--- config.mk ---
export PLATFORM = sky130hd
export DESIGN_NAME = sor_sqrt_cell
export DESIGN_NICKNAME = d
export VERILOG_FILES = /design/src/sv/sor_pkg.sv /design/src/sv/sor_sqrt_cell.sv
export SDC_FILE = /design/constraint.sdc
export NUM_CORES = 1
export LEC_CHECK = 0
export BUFFER_PORTS_ARGS = -buffer_cell sky130_fd_sc_hd__buf_4
export CAP_MARGIN = 40
export CORE_AREA = 2 2 355 357
export DETAILED_ROUTE_END_ITERATION = 12
export DIE_AREA = 0 0 357 359
export PLACE_DENSITY = 0.31
export SETUP_SLACK_MARGIN = 0.02
export SYNTH_ARGS = -nofsm -noshare
export SYNTH_HDL_FRONTEND = slang
export SYNTH_SLANG_ARGS = --single-unit
--- constraint.sdc ---
create_clock -name clk -period 1.9 [get_ports clk]
set_input_delay 0.285 -clock clk [delete_from_list [all_inputs] [get_ports clk]]
set_output_delay 0.285 -clock clk [all_outputs]
set_load 0.1 [all_outputs]
--- src/sv/sor_pkg.sv ---
// Shared types and constants for the sphere overlap resolver.
`timescale 1ns / 1ps
`default_nettype none
package sor_pkg;

	localparam int CoordW  = 32;
	localparam int RadW    = 31;
	localparam int RootW   = 32;                 // floor(sqrt) of a 64-bit sum
	localparam int RadiW   = 2 * RootW;          // radicand width
	localparam int SqRemW  = RootW + 2;          // sqrt partial remainder
	localparam int DivW    = RootW + 1;          // divisor 2*dist
	localparam int QuotW   = CoordW - 1;         // push is below 2^31
	localparam int NumW    = 2 * CoordW;         // mag * (R - dist)
	localparam int SqrtCells = RootW;
	localparam int DivCells  = QuotW;

	typedef logic signed [CoordW-1:0] coord_t;

	// words carried through the square root chain
	typedef struct packed {
		logic                         hit;
		logic                         move;
		logic [2:0]                   neg;
		logic [2:0][CoordW-1:0]       a;
		logic [2:0][CoordW-1:0]       b;
		logic [2:0][CoordW-1:0]       mag;
		logic [CoordW-1:0]            r;
	} sqp_t;

	// words carried through the divider chain
	typedef struct packed {
		logic                         hit;
		logic                         move;
		logic [2:0]                   neg;
		logic [2:0][CoordW-1:0]       a;
		logic [2:0][CoordW-1:0]       b;
		logic [DivW-1:0]              dv;
	} divp_t;

endpackage
`default_nettype wire

--- src/sv/sor_sqrt_cell.sv ---
// One bit-pair step of the integer square root chain.
`timescale 1ns / 1ps
`default_nettype none
module sor_sqrt_cell (
	input  wire logic                          clk,
	input  wire logic                          arst_n,
	input  wire logic                          en,
	input  wire logic                          v_i,
	input  wire logic [sor_pkg::RadiW-1:0]     rad_i,
	input  wire logic [sor_pkg::SqRemW-1:0]    rem_i,
	input  wire logic [sor_pkg::RootW-1:0]     root_i,
	input  wire sor_pkg::sqp_t                 pay_i,
	output logic                               v_q,
	output logic [sor_pkg::RadiW-1:0]          rad_q,
	output logic [sor_pkg::SqRemW-1:0]         rem_q,
	output logic [sor_pkg::RootW-1:0]          root_q,
	output sor_pkg::sqp_t                      pay_q
);

	logic [sor_pkg::SqRemW+1:0] rem_sh;
	logic [sor_pkg::SqRemW+1:0] trial;
	logic                       ge;
	logic [sor_pkg::SqRemW+1:0] rem_sub;

	// bring down the next pair, try root*4+1
	always_comb begin
		rem_sh  = {rem_i, rad_i[sor_pkg::RadiW-1 -: 2]};
		trial   = {2'b00, root_i, 2'b01};
		ge      = (rem_sh >= trial);
		rem_sub = ge ? (rem_sh - trial) : rem_sh;
	end

	always_ff @(posedge clk or negedge arst_n) begin
		if (!arst_n) begin
			v_q <= 1'b0;
		end else if (en) begin
			v_q <= v_i;
		end
	end

	always_ff @(posedge clk) begin
		if (en) begin
			rad_q  <= {rad_i[sor_pkg::RadiW-3:0], 2'b00};
			rem_q  <= rem_sub[sor_pkg::SqRemW-1:0];
			root_q <= {root_i[sor_pkg::RootW-2:0], ge};
			pay_q  <= pay_i;
		end
	end

endmodule
`default_nettype wire

==> results of run 1 <==
[power breakdown]
| part | switching, uW | internal (uW) |
|---|---|---|
| registers | 285 | 12000 |
| clock network | 4780 | 6510 |
| logic | 8100 | 3210 |
| total | 13200 | 21700 |
[metrics by stage]
stage                util  worst slack, ps
floorplan               -             -484
global placement    0.213             -934
detailed placement  0.213            -1000
CTS                 0.270             -193
global route        0.273             -319
finish              0.273             -202
[per-layer routing]
metal	vias to the layer above	share of wire
met3	112	0.067
met1	6750	0.36
met2	474	0.54
li1	6420	-
met4	10	0.024
met5	-	0.00079
[sequential cells by signal (all words and copies together), names as in the netlist]
| name | flops |
|---|---|
| root_q | 32 |
| pay_q | 325 |
| rad_q | 62 |
| rem_q | 34 |
| v_q | 1 |
[timing repair]
| action | 4_1_cts | 5_1_grt |
|---|---|---|
| gates cloned | 6 | 2 |
| resized for setup | 64 | 83 |
| hold buffers | 452 | 1 |
| setup endpoints to repair | 35 | 35 |
| setup buffers | 17 | 10 |
| endpoints found under the hold margin | 457 | 1 |
| pin swaps | 22 | 40 |
[critical path, cell delays in order]
cell and delay, ps:
buf_4 130, ha_4 290, o21ai_0 90, a21oi_1 270, o2111ai_2 240, a2111oi_4 530, o41ai_4 140, and4b_1 230
o41ai_2 340
[layout make-up]
type	count	area share
sequential	454	0.401
timing repair buffer	1544	0.388
multi-input combinational	322	0.0869
tap	1650	0.0607
clock buffer	66	0.0442
clock inverter	44	0.0126
inverter	43	0.00644
antenna	5	0.000368
[worst max-delay path by stage]
stage                     startpoint   endpoint  slack (ps)  cells past startpoint
after floorplan            root_i[9]  rem_q[27]        -480                     10
after global placement     root_i[5]  rem_q[26]        -930                     12
after detailed placement  root_i[13]  rem_q[26]       -1000                     11
after CTS                  root_i[9]  rem_q[33]        -190                     12
after global routing       root_i[2]  rem_q[33]        -320                     10
final                       rem_i[3]  rem_q[33]        -200                      9
[cell families (layout without fill, tap and decap cells)]
logic type / count (synthesis) / after routing / share of synthesized area
compound gates: 133 / 133 / 0.0579
xor+xnor: 27 / 27 / 0.0147
fa+ha+maj: 34 / 34 / 0.0264
buf+inv: 59 / 1697 / 0.0160
flops: 454 / 454 / 0.846
mux: 6 / 6 / 0.00412
other cells: 1 / 7 / 0.000233
simple gates: 120 / 120 / 0.0348
[cell usage after synthesis (all sizes together) (4+ instances only)]
cell,count
nand2,58
ha,34
o21ai,46
xnor2,14
nand4,7
a21o,20
o31ai,5
nand2b,5
xor2,13
nor3,10
nand3,6
and3,5
nor2,18
and2,5
mux2i,4
inv,42
buf,9
a31oi,5
edfxtp,453
clkbuf,7
a21oi,28
==> summary.md, run 1 <==
| Metric | Value |
|---|---|
| Outcome | `finished, violations left` |
| Failing checks | `negative setup slack` |
| Clk buf depth | `3` |
| DRC viols | `0` |
| M2 GR Usage | `0.224` |
| Slew Viols, Final | `0` |
| Final worst-path cycle share | `1.11` |
| Synth warnings | `0` |
| Clock sink total | `around 450` |
| Hold Crit Class | `in -> reg` |
| Vias per cell | `3.33` |
| CTS H-tree lvls | `2` |
| Vias in the first global route | `around 15k` |
| DR iter-0 viols | `548` |
| CP Capture Type | `flip-flop` |
| GR Layer Usage met3 | `0.0333` |
| Post-synth EDFFs | `around 450` |
| Initial Util | `0.129` |
| F_max | `between 0.4 and 0.5 GHz` |
| Top Usage Layer GRT | `met2` |
| Global-route wire length before repair | `107 mm` |
| # port buffers | `912` |
| M1 GR Usage | `0.120` |
| Multi-input gate area | `2950 um2` |
| Max VDD drop | `around 0.00065 V` |
| Final Cell Area | `34000 um2` |
| RSZ-0062 raised after global routing | `yes` |
| Mapped Cells | `834` |
| CP Class | `in -> reg` |
| Seq/Total Area, Yosys | `0.846` |
| IO Count | `915` |
| Final worst slack | `-202 ps` |
| FFs w/ async S/R, synth | `0.00220` |
| Reg2reg end | `v_q` |
| Avg WL per Cell | `19.0 um` |
| Clock transition at path regs | `60 ps` |
| WP data required | `2360 ps` |
| Post-route antenna net violation count | `0` |
| Die ar. | `128000 um2` |
| Clk_lat worst skew | `between 600 and 700 ps` |
| Hold Worst Slack | `60.9 ps` |
| Non-Filler Instances | `4128` |
| Die Height | `between 300 and 400 um` |
| Power per Cell Area | `1030 nW/um2` |
| Via count | `13.8k` |
| Area share of the largest cell type after synthesis | `0.844` |
| Worst setup SP type | `input port` |
| Fin. Hold Viols | `0` |
| Fillers | `around 13k` |
| Cell Area, Synth | `16100 um2` |
| Setup TNS | `-2780 ps` |
| TritonCTS buffer count | `a little under 60` |
| Chip width | `357 um` |
| Area of the core | `125000 um2` |
| Worst Hold End | `rem_q[4]` |
| Placed Cells incl. Taps | `3534` |
| Total GRT Usage | `0.116` |
| R2r startpoint | `v_q` |
| CP arrival | `2560 ps` |
| R2R depth | `1` |
| Detailed Place HPWL | `60.3 mm` |
| Post-synthesis average cell area | `roughly 19 um2` |
| GPL Wtd Cong | `0.791` |
| Routed WL | `78.4 mm` |
| Worst Hold Depth | `4` |
| FF/Latch Area | `13600 um2` |
| Largest net degree at the start of global routing | `56` |
| Synth cell types | `64` |
| Tmin final | `between 2000 and 2500 ps` |
| Placed inst area | `26600 um2` |
| Most frequent cells in the layout | `buf_4 (1037), dlygate4sd3_1 (453), edfxtp_1 (453)` |
| FP Rows | `130` |
| Initial DRT Pass Iterations | `4` |
| Synth area leader | `edfxtp_1` |
| FF+latch count, synth | `454` |
| Final setup violation count | `34` |
| Final Skew | `0 ps` |
| Synth area leaders | `edfxtp_1 (84%), ha_1 (2.6%), nand2_1 (1.4%), o21ai_0 (1.3%), inv_1 (0.98%)` |
| Nets | `between 2k and 3k` |
| Ys flop type | `edfxtp_1` |
| Reg2reg setup slack | `1150 ps` |
| Pleak | `0.0140 uW` |
| HP Start | `rem_i[2]` |
| CTS tree | `done` |
| Commonest non-fill, non-tap cell in the layout | `buf_4` |
| Max Cap Viol | `0` |
| Power Total | `34900 uW` |
| Gr ovfl total | `0` |
| Initial antenna violation count | `15` |
| Share of post-route cells with drive strength above 1 | `0.531` |
| Worst rel slew slack | `0.653` |
| Synth-to-layout area growth | `111%` |
| Clock root cell | `clkbuf_16` |
| Crit Path Max Fanout | `5` |
| Worst-Margin Slew | `roughly 520 ps` |
(Power assumes the default switching activity.)
==> run 2, diff against run 1 <==
==> constraint.sdc (replaced) <==
create_clock -name clk -period 2.2 [get_ports clk]
set_input_delay 0.33 -clock clk [delete_from_list [all_inputs] [get_ports clk]]
set_output_delay 0.33 -clock clk [all_outputs]
set_load 0.1 [all_outputs]
==> run 2 against run 1 <==
Net effect:
- the flow now finishes without violations
- combinational power is 16% lower
- final area decreased by 2.5%
- sequential share of layout area increased by 1.0 points
- first-iteration DRC count increased by 23%
- hold slack improved by 14 ps
- critical path type unchanged
- largest power group unchanged
==> summary.md, run 2 (synthesized netlist as in run 1, its figures left out) <==
| Metric | Value |
|---|---|
| Via count | `13.5k` |
| Hold Crit Class | `in -> reg` |
| Worst-Margin Slew | `551 ps` |
| Total GRT Usage | `0.113` |
| Non-Filler Instances | `4101` |
| Top Usage Layer GRT | `met2` |
| Final Cell Area | `33200 um2` |
| Clock root cell | `clkbuf_16` |
| Cell Int Power | `18700 uW` |
| Worst rel slew slack | `0.630` |
| Register bank with the most flops | `pay_q` |
| Biggest regs | `pay_q: 325 flops, rad_q: 62 flops, rem_q: 34 flops` |
| Final setup violation count | `0` |
| Commonest non-fill, non-tap cell in the layout | `buf_4` |
| Most frequent cells in the layout | `buf_4 (1051), edfxtp_1 (453), dlygate4sd3_1 (447)` |
| Final worst-path cycle share | `0.989` |
| WP data required | `2590 ps` |
| Post-route antenna net violation count | `0` |
| Initial antenna violation count | `12` |
| DR iter-0 viols | `a little under 700` |
| Power Total | `29700 uW` |
| CP Class | `in -> reg` |
| Power per Cell Area | `896 nW/um2` |
| Die Height | `359 um` |
| Placed Cells incl. Taps | `3526` |
| Synth-to-layout area growth | `106%` |
| Global-route wire length before repair | `104 mm` |
| DRC viols | `0` |
| Comb pwr share | `0.319` |
| Largest net degree at the start of global routing | `slightly below 80` |
| Detailed Place HPWL | `60.2 mm` |
| Switch share | `0.371` |
| Clk buf depth | `3` |
| Nets | `2890` |
| Tmin final | `2180 ps` |
| Die ar. | `128000 um2` |
| Share of post-route cells with drive strength above 1 | `0.503` |
| GR Layer Usage met3 | `0.0351` |
| Max Cap Viol | `0` |
| RSZ-0062 raised after global routing | `yes` |
| Slew Viols, Final | `0` |
| FF/Latch Area | `between 10000 and 15000 um2` |
| Psw | `11000 uW` |
| CP arrival | `2560 ps` |
| Routed WL | `about 76 mm` |
| F_max | `0.460 GHz` |
| CTS H-tree lvls | `2` |
| # port buffers | `around 910` |
| Reg power frac | `0.358` |
| Clk_lat worst skew | `roughly 650 ps` |
| Initial Util | `0.129` |
| Clock transition at path regs | `roughly 60 ps` |
| Vias per cell | `3.30` |
| Clock sink total | `454` |
| Avg WL per Cell | `18.5 um` |
| Crit Path Max Fanout | `4` |
| IO Count | `915` |
| M2 GR Usage | `0.212` |
| Initial DRT Pass Iterations | `4` |
| Max VDD drop | `0.000547 V` |
| Setup TNS | `0 ps` |
| CTS tree | `done` |
| Placed inst area | `around 26000 um2` |
| CP Capture Type | `flip-flop` |
| Fillers | `13.1k` |
| Chip width | `357 um` |
| Gr ovfl total | `0` |
| Pleak | `~0.014 uW` |
| Final Skew | `0 ps` |
| Clock share of power | `0.323` |
| Outcome | `complete, no violations` |
| Hold Worst Slack | `around 75 ps` |
| M1 GR Usage | `0.117` |
| TritonCTS buffer count | `59` |
| Largest register FFs | `roughly 330` |
| Area of the core | `125000 um2` |
| Vias in the first global route | `14.6k` |
| Fin. Hold Viols | `0` |
| FP Rows | `130` |
| Worst setup SP type | `input port` |
| GPL Wtd Cong | `between 0.7 and 0.8` |
| Multi-input gate area | `2660 um2` |
run 2: power groups by stage:
stage               clock network, uW  registers [uW]  logic [uW]
CTS                             10100           10600        9520
global placement                    0           10800        8800
detailed placement                  0           10800        8790
global route                    10400           10700        9810
floorplan                           0           16000         727
finish                           9600           10600        9480
run 2: worst max-delay path, cell delays in order:
cell and delay [ps]:
buf_12 110, inv_12 40, ha_4 200, a21o_1 190, a31o_1 220, a211oi_4 340
buf_4 180, o211ai_4 80, buf_6 150, a211o_1 320, a21oi_2 160, xor2_1 170
o21ai_1 90
run 2: stage by stage:
stage                     setup WS, ps  utilization
after CTS                         11.6        0.264
final                             24.2        0.266
after detailed placement          -874        0.212
after global routing             -42.9        0.266
after floorplan                   -229            -
after global placement            -878        0.212
run 2: layout make-up:
cell class              count  area share
clock inverters            35      0.0119
diodes                      9    0.000679
clock buffers              71      0.0459
flip-flops and latches    454       0.411
inverters                  43     0.00623
repair buffers           1516       0.382
multi-input cells         323      0.0802
well taps                1650      0.0623
run 2: worst paths after layout:
path,from,to,slack [ps],depth (start not counted)
max,root_i[9],rem_q[19],20,13
min,en,pay_q[82],80,1
max reg2reg,v_q,v_q,1450,1
min reg2reg,v_q,v_q,520,1
max in group asynchronous,arst_n,v_q,1580,3
min in group asynchronous,arst_n,v_q,520,3
run 2: metal layers:
layer  routed length [um]  vias to the layer above  part of all wire
met1                27300                     6555              0.36
li1                     -                     6364                 -
met3                 5710                      103             0.075
met5                   57                        -           0.00075
met2                40900                      482              0.54
met4                 2160                       10             0.028
run 2: repair_timing:
action,in CTS,in global routing
endpoints found under the hold margin,446,0
cloned,0,1
pin swaps,1,34
hold buffers,447,0
setup endpoints to repair,34,34
buffers inserted,0,12
gates resized for setup,4,32
==> run 3, diff against run 2 <==
--- a/config.mk
+++ b/config.mk
@@ -7,10 +7,10 @@
 export LEC_CHECK = 0
 export BUFFER_PORTS_ARGS = -buffer_cell sky130_fd_sc_hd__buf_4
 export CAP_MARGIN = 40
-export CORE_AREA = 2 2 355 357
+export CORE_AREA = 2 2 359 361
 export DETAILED_ROUTE_END_ITERATION = 12
-export DIE_AREA = 0 0 357 359
-export PLACE_DENSITY = 0.31
+export DIE_AREA = 0 0 361 363
+export PLACE_DENSITY = 0.3
 export SETUP_SLACK_MARGIN = 0.02
 export SYNTH_ARGS = -nofsm -noshare
 export SYNTH_HDL_FRONTEND = slang
==> run 3 against run 2 <==
Net effect:
- flip-flop and latch count stayed put
- die area grew 2.2%
- non-clock buffer count decreased by 23
- final area shrank 1.3%
- register-to-register slack is essentially flat
- power is 2.1% lower
- worst setup slack improved by 56 ps
- sequential share of layout area grew 0.52 points
- largest cell class unchanged
- critical endpoint unchanged
- utilization fell by 0.84 points
- wire length up 1.8%
==> summary.md, run 3 (synthesized netlist as in run 1, its figures left out) <==
| Metric | Value |
|---|---|
| Slew Viols, Final | `0` |
| Die Height | `363 um` |
| Worst setup path start | `root_i[9]` |
| R2r startpoint | `v_q` |
| Die ar. | `131000 um2` |
| # port buffers | `912` |
| Synth-to-layout area growth | `103%` |
| Final setup violation count | `0` |
| Gr ovfl total | `0` |
| Most frequent CP cell | `buf_6` |
| TritonCTS buffer count | `roughly 60` |
| Final worst slack | `approximately 81 ps` |
| Nets | `2866` |
| FF/Latch Area | `13600 um2` |
| Placed Cells incl. Taps | `about 3.5k` |
| Crit Path Max Fanout | `4` |
| Post-route antenna net violation count | `0` |
| Initial DRT Pass Iterations | `4` |
| Area of the core | `127000 um2` |
| Avg WL per Cell | `approximately 19 um` |
| IO Count | `915` |
| Worst-Margin Slew | `506 ps` |
| Detailed Place HPWL | `61.3 mm` |
| Most frequent cells in the layout | `buf_4 (1036), edfxtp_1 (453), dlygate4sd3_1 (443)` |
| Multi-input gate area | `2580 um2` |
| GPL Wtd Cong | `around 0.8` |
| Clk_lat worst skew | `640 ps` |
| CP Capture Type | `flip-flop` |
| Vias in the first global route | `roughly 15k` |
| Final worst-path cycle share | `0.963` |
| Critical Path, Cell by Cell | `buf_6 -> inv_12 -> ha_4 -> a21o_1 -> a31o_1 -> a211oi_4 -> o211ai_2 -> buf_6 -> a211o_1 -> a21oi_2 -> xor2_2 -> o21ai_1` |
| Fillers | `around 13k` |
| Initial Util | `0.127` |
| Global-route wire length before repair | `107 mm` |
| Initial antenna violation count | `14` |
| F_max | `0.472 GHz` |
| Commonest non-fill, non-tap cell in the layout | `buf_4` |
| Largest net degree at the start of global routing | `67` |
| Non-Filler Instances | `4078` |
| Worst rel slew slack | `0.663` |
| Power Total | `29100 uW` |
| Vias per cell | `3.30` |
| CTS H-tree lvls | `2` |
| Biggest regs | `pay_q: 325 flops, rad_q: 62 flops, rem_q: 34 flops` |
| CP Class | `in -> reg` |
| Chip width | `~360 um` |
| HP Start | `rem_i[29]` |
| CP arrival | `2500 ps` |
| Routed WL | `just under 80 mm` |
| Fin. Hold Viols | `0` |
| Worst setup SP type | `input port` |
| FP Rows | `131` |
| Hold Crit Class | `in -> reg` |
| Register bank with the most flops | `pay_q` |
| Final Skew | `0 ps` |
| DRC viols | `0` |
| WP data required | `2580 ps` |
| Tmin final | `~2100 ps` |
| Setup TNS | `0 ps` |
| Share of post-route cells with drive strength above 1 | `0.498` |
| CTS tree | `done` |
| Clock sink total | `~450` |
| Outcome | `complete, no violations` |
| Largest register FFs | `325` |
| Util after Layout | `0.258` |
| Slowest stage cell on the critical path | `a211oi_4` |
| Pleak | `0.0135 uW` |
| Max VDD drop | `0.000562 V` |
| Clock root cell | `clkbuf_16` |
| Max incr delay on CP | `340 ps` |
| Place WS | `-823 ps` |
| Clock transition at path regs | `60 ps` |
| Via count | `13.5k` |
| RSZ-0062 raised after global routing | `yes` |
| DR iter-0 viols | `~560` |
| Total GRT Usage | `0.112` |
| Max Cap Viol | `0` |
| Clk buf depth | `3` |
| Power per Cell Area | `888 nW/um2` |
[run 3: cell types whose count changed in the layout (fill, tap and decap cells not counted), moves of 2 or more]
cell           delta
buf_4            -15
buf_6             -4
bufinv_16         -5
clkbuf_1          +3
clkinv_1          -5
clkinv_2          -2
clkinvlp_4        +2
diode_2           -5
dlygate4sd3_1     -4
o21ai_0           +3
o21ai_1           -2
[run 3: area by class of cell]
class / instances / area share
Sequential cell: 454 / 0.416
Timing Repair Buffer: 1493 / 0.381
Multi-Input combinational cell: 322 / 0.0788
Tap cell: 1662 / 0.0635
Clock buffer: 74 / 0.0468
Clock inverter: 26 / 0.00730
Inverter: 43 / 0.00631
Antenna cell: 4 / 0.000306
[run 3: repair_timing]
item                                    4_1_cts  5_1_grt
pin swaps                                     3       14
endpoints found under the setup margin       34       34
hold buffers                                443        0
hold endpoints to repair                    442        0
buffers inserted                              0        1
gates resized for setup                       4       12
[run 3: path summary, 6_finish.rpt]
kind / to / slack, ps / depth (start not counted)
min: rem_q[31] / 80 / 4
min in group asynchronous: v_q / 570 / 3
max reg2reg: v_q / 1460 / 1
max: rem_q[19] / 80 / 12
max in group asynchronous: v_q / 1530 / 3
min reg2reg: v_q / 520 / 1
[run 3: worst max-delay path, delay by kind of cell]
| family | cells | cell delay [ps] |
|---|---|---|
| compound gates | 7 | 1430 |
| xor+xnor | 1 | 200 |
| fa+ha+maj | 1 | 250 |
| buf+inv | 3 | 300 |
[run 3: power breakdown]
part           leakage [uW]  internal, uW  total (uW)  switching [uW]
clock              0.000853          5140        9040            3900
sequential          0.00444         10400       10600             236
combinational       0.00816          2530        9430            6890
[run 3: metrics by stage]
stage | area [um2] | hold slack, ps
finish | 32700 | 75.0
global route | 32700 | 31.3
CTS | 32700 | 2.47
global placement | 26400 | 108
detailed placement | 26400 | 109
floorplan | 16500 | 34.4
[run 3: per-layer routing]
layer / vias to the layer above / GRT usage / wire length, um
met3: 105 / 0.0376 / 5830
met5: - / 0 / 93
met1: 6547 / 0.120 / 28600
met4: 16 / 0.0333 / 2000
li1: 6305 / - / -
met2: 498 / 0.207 / 41000
