### config.mk
export PLATFORM = sky130hd
export DESIGN_NAME = sor_div_cell
export DESIGN_NICKNAME = d
export VERILOG_FILES = /design/src/sv/sor_pkg.sv /design/src/sv/sor_div_cell.sv
export SDC_FILE = /design/constraint.sdc
export NUM_CORES = 1
export LEC_CHECK = 0
export BUFFER_PORTS_ARGS = -buffer_cell sky130_fd_sc_hd__clkbuf_2
export CORE_AREA = 5 5 404 406
export CTS_CLUSTER_SIZE = 16
export DETAILED_ROUTE_END_ITERATION = 7
export DIE_AREA = 0 0 409 411
export GPL_ROUTABILITY_DRIVEN = 1
export RECOVER_POWER = 25
export SKIP_LAST_GASP = 1
export SLEW_MARGIN = 20
export SYNTH_ARGS = -nofsm -noshare
export SYNTH_HDL_FRONTEND = slang
export SYNTH_SLANG_ARGS = --single-unit
### constraint.sdc
create_clock -name clk -period 1.7 [get_ports clk]
set_input_delay 0.17 -clock clk [delete_from_list [all_inputs] [get_ports clk]]
set_output_delay 0.17 -clock clk [all_outputs]
set_load 0.02 [all_outputs]
### src/sv/sor_pkg.sv
// Shared types and constants for the sphere overlap resolver.
`timescale 1ns / 1ps
`default_nettype none
package sor_pkg;

	localparam int CoordW  = 32;
	localparam int RadW    = 31;
	localparam int RootW   = 32;                 // floor(sqrt) of a 64-bit sum
	localparam int RadiW   = 2 * RootW;          // radicand width
	localparam int SqRemW  = RootW + 2;          // sqrt partial remainder
	localparam int DivW    = RootW + 1;          // divisor 2*dist
	localparam int QuotW   = CoordW - 1;         // push is below 2^31
	localparam int NumW    = 2 * CoordW;         // mag * (R - dist)
	localparam int SqrtCells = RootW;
	localparam int DivCells  = QuotW;

	typedef logic signed [CoordW-1:0] coord_t;

	// words carried through the square root chain
	typedef struct packed {
		logic                         hit;
		logic                         move;
		logic [2:0]                   neg;
		logic [2:0][CoordW-1:0]       a;
		logic [2:0][CoordW-1:0]       b;
		logic [2:0][CoordW-1:0]       mag;
		logic [CoordW-1:0]            r;
	} sqp_t;

	// words carried through the divider chain
	typedef struct packed {
		logic                         hit;
		logic                         move;
		logic [2:0]                   neg;
		logic [2:0][CoordW-1:0]       a;
		logic [2:0][CoordW-1:0]       b;
		logic [DivW-1:0]              dv;
	} divp_t;

endpackage
`default_nettype wire

### src/sv/sor_div_cell.sv
// One restoring division step, three axes sharing one divisor.
`timescale 1ns / 1ps
`default_nettype none
module sor_div_cell (
	input  wire logic                                  clk,
	input  wire logic                                  arst_n,
	input  wire logic                                  en,
	input  wire logic                                  v_i,
	input  wire logic [2:0][sor_pkg::DivW-1:0]         rem_i,
	input  wire logic [2:0][sor_pkg::QuotW-1:0]        num_i,
	input  wire logic [2:0][sor_pkg::QuotW-1:0]        quo_i,
	input  wire sor_pkg::divp_t                        pay_i,
	output logic                                       v_q,
	output logic [2:0][sor_pkg::DivW-1:0]              rem_q,
	output logic [2:0][sor_pkg::QuotW-1:0]             num_q,
	output logic [2:0][sor_pkg::QuotW-1:0]             quo_q,
	output sor_pkg::divp_t                             pay_q
);

	logic [2:0][sor_pkg::DivW:0]   rem_sh;
	logic [2:0][sor_pkg::DivW:0]   rem_sub;
	logic [2:0]                    ge;

	// shift in the next numerator bit, subtract when it fits
	always_comb begin
		for (int k = 0; k < 3; k++) begin
			rem_sh[k]  = {rem_i[k], num_i[k][sor_pkg::QuotW-1]};
			ge[k]      = (rem_sh[k] >= {1'b0, pay_i.dv});
			rem_sub[k] = ge[k] ? (rem_sh[k] - {1'b0, pay_i.dv}) : rem_sh[k];
		end
	end

	always_ff @(posedge clk or negedge arst_n) begin
		if (!arst_n) begin
			v_q <= 1'b0;
		end else if (en) begin
			v_q <= v_i;
		end
	end

	always_ff @(posedge clk) begin
		if (en) begin
			for (int k = 0; k < 3; k++) begin
				rem_q[k] <= rem_sub[k][sor_pkg::DivW-1:0];
				num_q[k] <= {num_i[k][sor_pkg::QuotW-2:0], 1'b0};
				quo_q[k] <= {quo_i[k][sor_pkg::QuotW-2:0], ge[k]};
			end
			pay_q <= pay_i;
		end
	end

endmodule
`default_nettype wire

==> run_results.csv, run 1 <==
group,metric,value,unit
timing,period_share,170,%
pwr,p_clk_share,35.1,%
cells_and_area,drive_gt1_share,50.7,%
timing,setup_ws,-1190,ps
floorplan,core_area,159000,um2
synth,post_synth.cell_area_avg,15.5,um2
grt,grt_pass1_vias,22600,
clock_network,cts_made_buffers,67,
synth,synth.distinct_cells,72,
cells_and_area,fillers,16400,
clock_network,cts.clk_slew.worst_paths,60,ps
synth,synth_area_leaders,"edfxtp_1, ha_1, xnor2_1",
synth,ys.warnings.count,0,
pwr,pwr_density_cell,970,nW/um2
routing,first_pass_iters,5,
cells_and_area,fin_util,26.5,%
synth,ys.flop_type,"edfxtp_1",
timing,rsz0062_at_grt,"yes",
routing,wl_per_cell,22.8,um
place,gp_congestion,0.953,
pwr,comb_power_share,25.8,%
pwr,leakagePower,18.2,nW
routing,drt-initial-drc-count,1553,
setup_path,critPathLaunchType,"input port",
floorplan,num_rows,147,
pwr,p_sw_share,30.6,%
setup_path,crit_fanout,8,
outcome,violations,"setup timing",
min_path,hp-class,"input port to register",
floorplan,start_util,13.8,%
timing,skew,0,ps
synth,synth_edf_count,512,
routing,finalWirelength,129,mm
routing,dr_wl_met2,65.6,mm
synth,ys_async_sr_fraction,0.195,%
routing,post-route-drc-count,0,
pwr,irDropWorstVdd,830,uV
cells_and_area,area.growth.synth_to_final,92.0,%
synth,ys_seq_area_share,70.1,%
routing,m1WireLength,46.1,mm
routing,routed.top_layer,"met5",
grt,grt_overflow,0,
timing,slew_violations,0,
synth,synth_most_common_cell,"edfxtp_1",
flow_run,maxCapViolCount,0,
grt,grt_usage,14.6,%
routing,vias_per_cell,3.80,
pwr,p_seq_share,39.0,%
grt,grt_pass1_wl,172,mm
synth,synth_top_area_share,70.0,%
cells_and_area,nNetsFinal,4103,
pwr,p_switching,12.5,mW
outcome,run_status,"finished with violations",
setup_path,path_class,"input port to register",
clock_network,ctsHtreeMaxLevel,3,
place,dp_hpwl,100,mm
clock_network,clock_latency,660,ps
grt,antenna_found_initial,36,
routing,wl_met3,9.19,mm
timing,tns,-90970,ps
synth,syn_area,22000,um2
timing,max_freq,346,MHz
timing,finalSetupViolations,102,
grt,grt_start_max_net_pins,59,
clock_network,clock_sinks,513,
setup_path,end_kind,"register",
timing,worst_slew_pin_slew,684,ps
synth,syn_inst,1418,
clock_network,cts_tree,"built",
setup_path,crit_arrival,3310,ps
synth,yosysTopAreaCell,"edfxtp_1",
place,io_buffers,1028,
routing,postRouteAntennaNets,0,
floorplan,die_w,409,um
timing,final-hold-violation-count,0,
clock_network,cts_max_path_buffers,3,
pwr,power.total,40.9,mW
floorplan,die_h,411,um
pwr,p_int,28.4,mW
timing,post-route-min-period,2890,ps
setup_path,critPathRequiredTime,2120,ps
floorplan,ioPinCount,1035,
floorplan,fp.dieArea,168000,um2
timing,relSlewSlack,54.0,%
synth,yosys-top-cells-count,"edfxtp_1, ha_1, a21oi_1",
synth,synth-seq-cells,513,
clock_network,clock-root-buffer,"clkbuf_16",
routing,vias,21400,
==> final cells by class <==
cell class / count / area [um2] / area share [%]
antenna: 12 / 30.0 / 0.0712
clock buffer: 78 / 1740 / 4.12
tap: 2086 / 2610 / 6.19
clock inverter: 39 / 429 / 1.02
sequential: 513 / 15400 / 36.5
inverter: 57 / 265 / 0.629
multi-input combinational: 814 / 7150 / 16.9
timing repair buffer: 2029 / 14600 / 34.5
==> power groups by stage <==
stage | logic (mW) | registers, mW | clock network, mW
2_1_floorplan | 2.44 | 17.5 | 0
3_3_place_gp | 8.55 | 16.2 | 0
3_5_place_dp | 8.59 | 16.2 | 0
4_1_cts | 10.5 | 16.0 | 14.9
5_1_grt | 11.2 | 16.0 | 15.4
6_report | 10.6 | 16.0 | 14.4
==> worst max-delay path, stage by stage <==
cell and delay [ps]:
clkbuf_16 140, inv_12 40, ha_4 120, inv_2 30
fa_2 340, a211oi_2 230, o21ai_2 130, a2111oi_4 290
buf_4 190, o21ai_4 60, nand2_2 70, nand2_2 50
a41o_2 280, a2111oi_4 300, buf_6 150, buf_6 110
buf_12 130, buf_16 150, mux2_4 300
==> cell families after synthesis <==
| group | share of synthesized area, % |
|---|---|
| AO/OA/AOI/OAI | 9.63 |
| XOR/XNOR | 3.43 |
| adder cells (fa/ha/maj) | 5.91 |
| flip-flops | 70.1 |
| multiplexers | 4.05 |
| other | 0.0171 |
| buffers and inverters | 1.80 |
| AND/OR/NAND/NOR | 5.07 |
==> sequential cells by signal, summed over array words and instances, names as in the netlist <==
register / cells
num_q: 90
pay_q: 230
quo_q: 93
rem_q: 99
v_q: 1
==> through the flow <==
stage | setup slack, ps | cell area (um2) | std cells | hold WS, ps
2_1_floorplan | -1650 | 22300 | 1420 | -126
3_3_place_gp | -2080 | 33100 | 4920 | -10.0
3_5_place_dp | -2080 | 33100 | 4920 | -9.73
4_1_cts | -1070 | 41900 | 5607 | -203
5_1_grt | -1210 | 42200 | 5621 | 6.89
6_report | -1190 | 42200 | 5628 | 62.3
==> routing by layer <==
layer	up-vias	GRT usage (%)
li1	9634	-
met1	10500	15.3
met2	985	26.6
met3	216	4.04
met4	8	7.46
met5	-	0
==> final timing paths <==
kind / slack [ps] / startpoint / cells past startpoint / endpoint
max in group asynchronous: 1460 / arst_n / 2 / v_q
max reg2reg: 950 / v_q / 1 / v_q
max: -1190 / num_i[61] / 19 / rem_q[63]
min reg2reg: 520 / v_q / 1 / v_q
min in group asynchronous: 80 / arst_n / 2 / v_q
min: 60 / num_i[92] / 4 / rem_q[66]
==> repair_timing <==
action,4_1_cts,5_1_grt
pin swaps,34,34
endpoints found under the hold margin,539,1
gates cloned,10,0
setup buffers,52,18
hold buffers,513,1
endpoints found under the setup margin,105,102
resized for setup,170,86
==> cell usage in the layout, fill, tap and decap left out, types with 15 or more instances in the layout <==
cell / count
a21o_1: 41
a21oi_1: 80
buf_12: 26
buf_4: 424
buf_6: 26
clkbuf_1: 64
clkbuf_16: 70
clkbuf_2: 963
dlygate4sd3_1: 514
edfxtp_1: 512
ha_1: 81
inv_1: 38
mux2_2: 31
mux2_4: 36
nand2_1: 52
nand2_2: 15
nand3_1: 17
nand4_1: 17
nor2_1: 45
o21ai_0: 42
o21ai_2: 22
xnor2_1: 49
xor2_1: 33
(Power assumes the default switching activity.)
==> run 2: changes to the inputs <==
--- a/config.mk
+++ b/config.mk
@@ -11,7 +11,6 @@
 export DETAILED_ROUTE_END_ITERATION = 7
 export DIE_AREA = 0 0 409 411
 export GPL_ROUTABILITY_DRIVEN = 1
-export RECOVER_POWER = 25
 export SKIP_LAST_GASP = 1
 export SLEW_MARGIN = 20
 export SYNTH_ARGS = -nofsm -noshare
==> run 2 against run 1 <==
Net effect:
- the flow still finishes with violations (setup timing)
- sequential share of layout area down 0.061 points
- clock power is essentially flat
- first-iteration DRC count grew 1.4%
- clock skew unchanged
- cell count hardly changed
- critical endpoint unchanged
==> run_results.csv, run 2 (synthesis results as in run 1) <==
group,metric,value,unit
cells_and_area,reg.largest.list,"pay_q (230), rem_q (99), quo_q (93)",
place,postPlaceCellArea,33100,um2
routing,wl_per_cell,22.8,um
routing,m1WireLength,45.9,mm
cells_and_area,final_cells,5629,
setup_path,crit_arrival,3320,ps
clock_network,clock_sinks,513,
floorplan,fp.dieArea,168000,um2
setup_path,end_kind,"register",
cells_and_area,drive_gt1_share,52.3,%
grt,grt_overflow,0,
routing,vias_per_cell,3.80,
floorplan,core_area,159000,um2
floorplan,num_rows,147,
clock_network,cts_made_buffers,67,
pwr,irDropWorstVdd,835,uV
timing,skew,0,ps
place,dp_hpwl,100,mm
cells_and_area,largest_reg_flops,230,
clock_network,cts_tree,"built",
outcome,violations,"setup timing",
timing,slew_violations,0,
clock_network,clock-root-buffer,"clkbuf_16",
floorplan,die_w,409,um
routing,first_pass_iters,5,
cells_and_area,fin_area,42300,um2
clock_network,cts_max_path_buffers,3,
place,dp_cells,4920,
cells_and_area,nNetsFinal,4103,
timing,rsz0062_at_grt,"yes",
timing,post-route-min-period,2900,ps
routing,postRouteAntennaNets,0,
cells_and_area,most-common-layout-cells,"clkbuf_2, dlygate4sd3_1, edfxtp_1",
min_path,min_delay_path_depth,4,
routing,dr_wl_met2,65.7,mm
cells_and_area,fillers,16400,
timing,relSlewSlack,54.0,%
setup_path,critPathLaunchType,"input port",
timing,finalSetupViolations,102,
setup_path,critPathRequiredTime,2120,ps
grt,grt_usage,14.6,%
cells_and_area,final_common_cell,"clkbuf_2",
setup_path,worst_r2r_path_depth,1,
pwr,pwr_density_cell,968,nW/um2
setup_path,crit_fanout,8,
timing,max_freq,345,MHz
place,io_buffers,1028,
grt,grt_pass1_vias,22600,
grt,grt_pass1_wl,172,mm
place,gp_congestion,0.953,
grt,antenna_found_initial,36,
floorplan,die_h,411,um
cells_and_area,area.growth.synth_to_final,92.4,%
timing,period_share,170,%
clock_network,clock_latency,660,ps
routing,vias,21400,
outcome,run_status,"finished with violations",
grt,grt_start_max_net_pins,59,
floorplan,ioPinCount,1035,
floorplan,start_util,13.8,%
clock_network,cts.clk_slew.worst_paths,60,ps
clock_network,ctsHtreeMaxLevel,3,
pwr,leakagePower,18.3,nW
timing,final-hold-violation-count,0,
min_path,hp-class,"input port to register",
routing,wl_met3,9.35,mm
routing,finalWirelength,129,mm
routing,drt-initial-drc-count,1574,
routing,post-route-drc-count,0,
timing,worst_slew_pin_slew,683,ps
setup_path,path_class,"input port to register",
routing,routed.top_layer,"met5",
cells_and_area,regMostFlops,"pay_q",
flow_run,maxCapViolCount,0,
place,pre_cts_slack,-2080,ps
timing,setup_ws,-1200,ps
-- run 2: changes by cell type in the layout (fill, tap and decap cells not counted), sizes merged --
cell / change
diode: +1
-- run 2: area by class of cell --
class / count / area, um2 / area share (%)
diodes: 13 / 32.5 / 0.0770
clock buffers: 78 / 1740 / 4.12
clock inverters: 39 / 429 / 1.02
inverters: 57 / 265 / 0.628
multi-input cells: 814 / 7150 / 16.9
flip-flops and latches: 513 / 15400 / 36.4
well taps: 2086 / 2610 / 6.18
repair buffers: 2029 / 14600 / 34.6
-- run 2: final timing paths --
| kind | endpoint | startpoint | slack, ps |
|---|---|---|---|
| worst max-delay path | rem_q[63] | num_i[61] | -1200 |
| worst min-delay path | rem_q[66] | num_i[92] | 60 |
| worst max register to register | v_q | v_q | 960 |
| worst min register to register | v_q | v_q | 520 |
| max in group asynchronous | v_q | arst_n | 1490 |
| min in group asynchronous | v_q | arst_n | 100 |
-- run 2: what timing repair did --
action	4_1_cts	5_1_grt
gates cloned	10	0
endpoints found under the hold margin	539	1
setup endpoints to repair	105	102
pin swaps	34	34
hold buffers	513	1
resized for setup	170	86
buffers inserted	52	18
-- run 2: routing by layer --
| metal | global-route usage, % | vias to the layer above |
|---|---|---|
| li1 | - | 9640 |
| met1 | 15.3 | 10500 |
| met2 | 26.6 | 993 |
| met3 | 4.04 | 217 |
| met4 | 7.46 | 8 |
| met5 | 0 | - |
-- run 2: power by group --
group	switching [mW]	internal [mW]	total (mW)
logic	5.77	4.82	10.6
registers	0.587	15.4	16.0
clock network	6.17	8.20	14.4
total	12.5	28.4	40.9
-- run 2: per-stage QoR --
step | TNS (ps) | utilization [%] | hold WS (ps) | power [mW]
after global routing | -92090 | 26.5 | 6.89 | 42.6
after floorplan | -120710 | - | -126 | 20.0
after CTS | -87070 | 26.3 | -203 | 41.4
after global placement | -179870 | 20.8 | -10.0 | 24.8
final | -90940 | 26.5 | 59.3 | 40.9
after detailed placement | -179400 | 20.8 | -9.73 | 24.8
-- run 2: critical path: stages --
cell       delay (ps)
clkbuf_16         140
inv_12             40
ha_4              120
inv_2              30
fa_2              340
a211oi_2          230
o21ai_2           130
a2111oi_4         290
buf_4             190
o21ai_4            60
nand2_2            70
nand2_2            50
a41o_2            280
a2111oi_4         300
buf_6             150
buf_6             110
buf_12            130
buf_16            150
mux2_4            300
==> run 3: changes to the inputs <==
--- a/config.mk
+++ b/config.mk
@@ -11,6 +11,7 @@
 export DETAILED_ROUTE_END_ITERATION = 7
 export DIE_AREA = 0 0 409 411
 export GPL_ROUTABILITY_DRIVEN = 1
+export MAX_ROUTING_LAYER = met4
 export SKIP_LAST_GASP = 1
 export SLEW_MARGIN = 20
 export SYNTH_ARGS = -nofsm -noshare
==> run 3 against run 2 <==
Net effect:
- the run still ends with setup timing left
- via count down 0.13%
- non-clock buffer count decreased by 7
- register-to-register slack worse by 20 ps
- critical path type unchanged
- highest routed layer is now met4
==> run_results.csv, run 3 (synthesis results as in run 1) <==
group,metric,value,unit
outcome,run_status,"finished with violations",
outcome,violations,"setup timing",
pwr,irDropWorstVdd,901,uV
cells_and_area,fillers,16600,
timing,period_share,168,%
cells_and_area,most-common-layout-cells,"clkbuf_2, edfxtp_1, dlygate4sd3_1",
grt,grt_pass1_wl,172,mm
place,io_buffers,1028,
cells_and_area,largest_reg_flops,230,
clock_network,cts_tree,"built",
timing,relSlewSlack,53.1,%
grt,grt_overflow,0,
clock_network,cts_max_path_buffers,3,
timing,rsz0062_at_grt,"yes",
clock_network,clock_latency,660,ps
pwr,p_clk_share,36.2,%
floorplan,num_rows,147,
clock_network,clock_sinks,513,
routing,postRouteAntennaNets,0,
cells_and_area,drive_gt1_share,51.2,%
min_path,hp-class,"input port to register",
flow_run,maxCapViolCount,0,
setup_path,critPathLaunchType,"input port",
floorplan,die_h,411,um
routing,wl_per_cell,22.9,um
floorplan,core_area,159000,um2
floorplan,ioPinCount,1035,
pwr,p_int,28.8,mW
setup_path,end_kind,"register",
routing,vias,21400,
cells_and_area,fin_util,26.4,%
pwr,p_seq_share,38.6,%
cells_and_area,final_common_cell,"clkbuf_2",
clock_network,cts_made_buffers,67,
pwr,p_sw_share,30.4,%
routing,first_pass_iters,5,
timing,skew,0,ps
cells_and_area,nNetsFinal,4096,
setup_path,critPathRequiredTime,2110,ps
timing,finalSetupViolations,102,
pwr,p_switching,12.6,mW
setup_path,crit_arrival,3260,ps
pwr,pwr_density_cell,983,nW/um2
setup_path,crit_fanout,6,
routing,vias_per_cell,3.79,
cells_and_area,regMostFlops,"pay_q",
timing,worst_slew_pin_slew,702,ps
clock_network,clock-root-buffer,"clkbuf_16",
grt,antenna_found_initial,41,
clock_network,ctsHtreeMaxLevel,3,
pwr,leakagePower,18.2,nW
pwr,comb_power_share,25.2,%
timing,max_freq,351,MHz
place,gp_congestion,0.955,
floorplan,fp.dieArea,168000,um2
grt,grt_start_max_net_pins,54,
routing,finalWirelength,129,mm
cells_and_area,reg.largest.list,"pay_q (230), rem_q (99), quo_q (93)",
pwr,power.total,41.3,mW
timing,final-hold-violation-count,0,
routing,post-route-drc-count,0,
floorplan,die_w,409,um
setup_path,path_class,"input port to register",
timing,slew_violations,0,
timing,setup_ws,-1150,ps
cells_and_area,area.growth.synth_to_final,91.3,%
grt,grt_usage,15.0,%
place,dp_hpwl,101,mm
clock_network,cts.clk_slew.worst_paths,50,ps
timing,post-route-min-period,2850,ps
grt,grt_pass1_vias,22400,
routing,drt-initial-drc-count,1339,
floorplan,start_util,13.8,%
run 3: per-stage QoR:
| stage | instances | area [um2] | setup TNS [ps] | hold WS [ps] | setup WS, ps |
|---|---|---|---|---|---|
| after floorplan | 1420 | 22300 | -120710 | -126 | -1650 |
| after global placement | 4938 | 33300 | -182940 | -9.24 | -2190 |
| after detailed placement | 4938 | 33300 | -183290 | -10.2 | -2190 |
| after CTS | 5602 | 41600 | -98870 | 1.31 | -1120 |
| after global routing | 5632 | 42000 | -111740 | 15.4 | -1240 |
| final | 5637 | 42000 | -107160 | 63.2 | -1150 |
run 3: area by class of cell:
type	instances	area, um2	area share (%)
Inverter	57	264	0.628
Clock inverter	49	557	1.32
Clock buffer	73	1720	4.09
Timing Repair Buffer	2022	14500	34.5
Antenna cell	23	57.6	0.137
Tap cell	2086	2610	6.21
Sequential cell	513	15400	36.6
Multi-Input combinational cell	814	6910	16.5
run 3: worst max-delay path, cell delays in order:
cell and delay [ps]:
buf_8 80, clkinvlp_4 150, buf_4 180, buf_6 110
buf_6 110, fa_2 360, a211oi_4 260, o21ai_2 90
a22oi_2 170, buf_6 160, o31ai_4 110, a211oi_4 290
a21oi_1 110, o21ai_1 160, nand2_2 120, clkbuf_16 170
buf_12 140, mux2_4 300
run 3: worst paths after layout:
check | startpoint | endpoint | slack (ps) | cells past startpoint
min reg2reg | v_q | v_q | 530 | 1
max reg2reg | v_q | v_q | 940 | 1
min | rem_i[88] | rem_q[89] | 60 | 4
max in group asynchronous | arst_n | v_q | 1510 | 2
min in group asynchronous | arst_n | v_q | 70 | 2
max | pay_i[1] | rem_q[91] | -1150 | 18
run 3: layer usage:
metal  GRT usage [%]  part of all wire [%]  wire [um]
met3            3.58                   6.6       8550
met2            26.8                    52      66800
met1            15.5                    36      46800
met4            6.92                   5.4       7010
met5               -                     0          0
run 3: power groups by stage:
| stage | Sequential (mW) | Clock (mW) | Combinational [mW] |
|---|---|---|---|
| 5_1_grt | 16.0 | 16.0 | 11.0 |
| 4_1_cts | 16.0 | 15.5 | 10.3 |
| 3_5_place_dp | 16.2 | 0 | 8.66 |
| 3_3_place_gp | 16.2 | 0 | 8.62 |
| 2_1_floorplan | 17.5 | 0 | 2.44 |
| 6_report | 16.0 | 15.0 | 10.4 |
run 3: timing repair:
action,CTS,global route
pin swaps,32,32
gates cloned,9,1
setup endpoints to repair,104,102
endpoints found under the hold margin,577,0
resized for setup,122,49
buffers inserted,27,19
hold buffers,511,0
